**config.mk**
```make
export PLATFORM = sky130hd
export DESIGN_NAME = amg_front
export DESIGN_NICKNAME = d
export VERILOG_FILES = /design/src/hdl/amg_pkg.sv /design/src/hdl/amg_front.sv
export SDC_FILE = /design/constraint.sdc
export NUM_CORES = 1
export LEC_CHECK = 0
export BUFFER_PORTS_ARGS = -buffer_cell sky130_fd_sc_hd__buf_2
export CAP_MARGIN = 30
export CORE_MARGIN = 3
export CORE_UTILIZATION = 45
export DETAILED_ROUTE_END_ITERATION = 16
export MAX_ROUTING_LAYER = met4
export PLACE_DENSITY = 0.73
export SLEW_MARGIN = 20
export SYNTH_ARGS = -nofsm -noshare
export SYNTH_HDL_FRONTEND = slang
export SYNTH_SLANG_ARGS = --single-unit
```
**constraint.sdc**
```tcl
create_clock -name clk -period 4.4 [get_ports clk]
set_clock_uncertainty 0.1 [all_clocks]
set_input_delay 0.88 -clock clk [delete_from_list [all_inputs] [get_ports clk]]
set_output_delay 0.88 -clock clk [all_outputs]
set_load 0.01 [all_outputs]
```
**src/hdl/amg_pkg.sv**
```systemverilog
// Shared types and constants for the affine transform matrix generator.
// No dependencies.
package amg_pkg;

  localparam logic [2:0] OP_TRANSLATE = 3'd0;
  localparam logic [2:0] OP_SCALE     = 3'd1;
  localparam logic [2:0] OP_ROT_X     = 3'd2;
  localparam logic [2:0] OP_ROT_Y     = 3'd3;
  localparam logic [2:0] OP_ROT_Z     = 3'd4;
  localparam logic [2:0] OP_AXIS      = 3'd5;

  typedef struct packed {
    logic [2:0]         op;
    logic signed [31:0] angle;
    logic signed [31:0] val_x;
    logic signed [31:0] val_y;
    logic signed [31:0] val_z;
    logic               trig;
  } item_t;

  function automatic logic [31:0] atan_q30(input logic [4:0] i);
    case (i)
      5'd0: return 32'd843314856;
      5'd1: return 32'd497837829;
      5'd2: return 32'd263043836;
      5'd3: return 32'd133525158;
      5'd4: return 32'd67021686;
      5'd5: return 32'd33543515;
      5'd6: return 32'd16775850;
      5'd7: return 32'd8388437;
      5'd8: return 32'd4194282;
      5'd9: return 32'd2097149;
      default: return 32'd1 << (5'd30 - i);
    endcase
  endfunction

endpackage

```
**src/hdl/amg_front.sv**
```systemverilog
// Front end: accepts commands, classifies them and holds them in a two-entry queue.
// Depends on amg_pkg.
module amg_front import amg_pkg::*; (
  input  logic               clk,
  input  logic               rst,
  input  logic               start,
  input  logic [2:0]         op,
  input  logic signed [31:0] angle,
  input  logic signed [31:0] val_x,
  input  logic signed [31:0] val_y,
  input  logic signed [31:0] val_z,
  output logic               busy,
  output logic               head_valid,
  output item_t              head,
  input  logic               pop
);

  item_t      mem [2];
  logic       wr_ptr;
  logic       rd_ptr;
  logic [1:0] count;
  logic       push;

  assign busy       = (count == 2'd2);
  assign push       = start && !busy;
  assign head_valid = (count != 2'd0);
  assign head       = mem[rd_ptr];

  always_ff @(posedge clk) begin
    if (push) begin
      mem[wr_ptr] <= '{op: op, angle: angle, val_x: val_x, val_y: val_y, val_z: val_z,
                       trig: (op == OP_ROT_X) || (op == OP_ROT_Y) ||
                             (op == OP_ROT_Z) || (op == OP_AXIS)};
    end
  end

  always_ff @(posedge clk) begin
    if (rst) begin
      wr_ptr <= 1'b0;
      rd_ptr <= 1'b0;
      count  <= 2'd0;
    end else begin
      if (push) wr_ptr <= !wr_ptr;
      if (pop) rd_ptr <= !rd_ptr;
      count <= count + 2'(push) - 2'(pop);
    end
  end

endmodule

```
# Word-level counts from Yosys, hierarchy flattened

Memory sizes are Yosys's and may differ from the RTL's. A register that Yosys moved wholly into a read port is not among the register bits.
Index checks and enable logic that the tools add are counted.

$add $sub $neg: 2
Equal/unequal tests: 5
Multiplexer cells: 4
Reductions and logical operators: 8

Operator list:

| kind               | number |
|---|---|
| $eq 3x2->1 const B | 2 |
| $eq 3x3->1 const B | 2 |
| $mux 1             | 4 |
| $logic_not 1->1    | 3 |
| $logic_or 1x1->1   | 3 |
| $add 2x1->2        | 1 |
| $eq 2x2->1 const B | 1 |
| $reduce_bool 2->1  | 1 |
| $sub 2x1->2        | 1 |
| $logic_and 1x1->1  | 1 |

Flip-flop bits (word level): 4
Bits in writable memories: 264
Logic and storage cells: 23
Memories: 1

Memory list:

| name | depth | width | rd ports | clocked after memory_dff | wr ports | RTL line        | RTL |
|---|---|---|---|---|---|---|---|
| mem  | 2     | 132   | 1        | 1                        | 1        | amg_front.sv:18 | `item_t mem [2];` |

# Depth between registers and ports, before layout

Word-level depth: 5
Gate-level depth with buffers: 8
Gate-level depth less buffers: 8

# Worst setup path before layout

No wires, ideal clock.

Path kind: input -> register
Start: input port start
End: memory mem[1][0] (netlist bit), enable pin
Setup time: 0.508 ns
Data arrival time: 3.967 ns
Required time: 3.792 ns
Setup slack: -0.174 ns
Stages on the path: 1
Path buffers: 0
Path through: and3_1

Longest elaborated chain between the ends: 3

Ends and longest elaborated chain:

| element                      | RTL line        | RTL |
|---|---|---|
| start, declared              | amg_front.sv:6  | `input logic start,` |
| $logic_and 1x1->1            | amg_front.sv:25 | `assign push = start && !busy;` |
| $mux 1                       | amg_front.sv:30 | `if (push) begin` |
| $mux 1 (implied by the code) | amg_front.sv:31 | `mem[wr_ptr] <= '{op: op, angle: angle, val_x: val_x, val_y: val_y, val_z: val_z,` |
| end, declared                | amg_front.sv:18 |  |

No other way between the ends.

==> results.md <==
- Max cap viols: 0
- Final nets: 862
- Die W: 156 um
- Share of cells above drive strength 1: 60.2%
- Crit path capture type: output pin
- Fin. max-slew vios: 0
- CTS buffer count: 28
- R2R Setup Slk: 2.11 ns
- Starting Density: 45.9%
- Clock buffer depth: 3
- Layout area overhead: 24.9%
- Hold Path Class: reg2reg
- Initial antenna violation count: 1
- Worst endpoint required time: 3.42 ns
- Cell Area, Synth: 10,100 sq um
- Worst setup SP type: register
- Cell Pwr Density: 520 nW/um^2
- Area leader, netlist: edfxtp_1
- Final hold violation count: 0
- Synth Register Bits: 269
- Leakage power total: 4.89 nW
- Mapped Cells: 437
- Worst-Skew Late Latency: 0.52 ns
- Yosys warnings: 0
- Post-cts resize count: 0
- Clock root cell: clkbuf_16
- CTS clk-pin slew, worst paths: 0.06 ns
- # fillers: 1,652
- Ordered list of cells on the worst path: buf_4 > mux2_2 > buf_2
- Vias per cell: 4.86
- WL per Instance: 18.2 um
- VDD IR max: 0.617 mV
- Final setup violation count: 0
- Die height: 156 um
- Vias in the first global route: 5,326
- Fmax: 315 MHz
- Critical path data arrival time: 2.19 ns
- Global-route wire length before repair: 28.4 mm
- Initial DRT Pass Iterations: 4
- WHS Endpoint: wr_ptr$_SDFFE_PP0P_
- Share of the synthesized area in the top cell type: 78.6%
- Pin count of the biggest net entering global routing: 126
- Post-route ant nets: 0
- Core area: 22,000 sq um
- Run status: finished, final reports clean
- GR Overflow Total: 0
- # IOs: 269
- CTS sink cnt: 269
- Max FO, Critical Path: 58
- DRT iter0 DRCs: 242
- Final worst-path cycle share: 72.1%
- Drt total wl: 18.7 mm
- Distinct cell type count after synthesis: 20
- Syn avg cell area: 23.1 sq um
- RSZ-0062 raised after global routing: false
- Worst Tran Pin Value: 0.941 ns
- Final WS setup: 1.23 ns
- FP Rows: 54
- Postcts setup bufs: 0
- Placed Area: 11,700 sq um
- Worst slack, placed: 1.64 ns
- HPWL after DPL: 12.7 mm
- Die area: 24,200 sq um
- Hold Path Depth: 2
- Reg2reg end: mem[0][110]$_DFFE_PP_
- Post-synthesis sequential area ratio: 79.6%
- Vias: 4,994
- WHS: 0.399 ns
- Final instance area: 12,600 sq um
- CP max-delay cell: buf_4
- Critical path type: reg2out
- Gr usage total: 15.4%
- Delay of the slowest cell on the worst path: 0.69 ns
- Drt drc: 0
- Final critical-path required period: 3.17 ns
- Rel. slew slack: 37.3%
- H-tree Lvls: 1
- Post-synth net total: 574
- HP Start: wr_ptr$_SDFFE_PP0P_
- Top cells by area, synth: edfxtp_1 79%, mux2_4 12%, mux2_2 5.8%, buf_6 1.0%, dfxtp_1 0.99%
- Setup TNS: 0 ns
- Critical R2R Launch: count[0]$_SDFF_PP0_
- TritonCTS clock tree: yes
- Hold bufs inserted after CTS: 0
- Port bufs: 268
- R2R cell count: 5
- Gpl congestion: 0.809
## cells by family (layout without fill, tap and decap cells)
family                     count (synthesis)  in the layout  synth area share (%)
xor gates and xnor gates                   4              4                 0.347
and+or+nand+nor                            9              9                 0.459
other                                      0              1                     0
buffers and inverters                     19            329                  1.55
DFF                                      269            269                  79.6
AOI/OAI and AO/OA                          2              2                0.0991
muxes                                    132            132                  17.7
adders and majority gates                  2              2                 0.248
## state kept, by name (all words and copies together) (netlist names), named ones only
name    cells
mem       264
rd_ptr      1
count       2
wr_ptr      1
## worst max path at each step
stage | depth (start not counted) | end | start | slack [ns]
after floorplan | 3 | mem[0][0]$_DFFE_PP_ | start | 0.89
after global placement | 5 | mem[0][81]$_DFFE_PP_ | start | 1.69
after detailed placement | 5 | mem[0][90]$_DFFE_PP_ | start | 1.64
after CTS | 3 | head[45] | register | 1.19
after global routing | 3 | head[47] | register | 1.11
final | 3 | head[45] | register | 1.23
## power breakdown
part,switching (W),total [W],internal (W)
combinational,0.000576,0.00108,0.000503
clock,0.000908,0.00217,0.00126
sequential,0.0000792,0.00330,0.00322
## layer usage
metal	share of wire (%)	wire length, um	GRT usage, %	vias up
met3	8.3	1550	4.16	33
met2	50	9410	25.8	217
li1	-	-	-	2316
met4	2.3	430	4.33	0
met1	39	7330	18.4	2428
met5	0	0	-	-
## synthesized netlist by cell type
cell and number:
a21oi_1 1, and3_1 1, buf_2 5, buf_6 9, buf_8 1, dfxtp_1 5
edfxtp_1 264, ha_1 2, inv_1 4, mux2_2 52, mux2_4 80, nand2_1 1
nand2b_1 1, nor2_1 3, nor2b_1 1, o21ai_0 1, or2_2 1, or3_1 1
xnor2_1 2, xor2_1 2
## critical path, delay by kind of cell (launching register included)
kind	cells	cell delay, ns
DFF	1	0.36
muxes	1	0.43
buffers and inverters	2	0.83
## final cells by class
cell class                      count  area (sq um)  share of cell area, %
Multi-Input combinational cell    149          1910                   15.1
Antenna cell                        1          2.50                 0.0199
Clock buffer                       34           744                   5.91
Tap cell                          280           350                   2.78
Sequential cell                   269          8030                   63.8
Inverter                            4          18.8                  0.149
Timing Repair Buffer              273          1420                   11.2
Clock inverter                     18           123                  0.974
## stage by stage
stage               total power, W  utilization [%]  cells
finish                     0.00655             57.4   1028
global route               0.00684             57.4   1028
CTS                        0.00664             57.3   1027
detailed placement         0.00445             53.4    975
global placement           0.00440             53.4    975
floorplan                  0.00403                -    437
## layout by cell type (no fill, tap or decap), drive strengths merged, types with 2 or more instances in the layout
master    instances
buf             273
dfxtp             5
clkbuf           34
inv               4
xor2              2
mux2            132
clkinv           13
clkinvlp          4
edfxtp          264
xnor2             2
nor2              3
ha                2
Note: power is estimated with default switching activity, not from simulation.
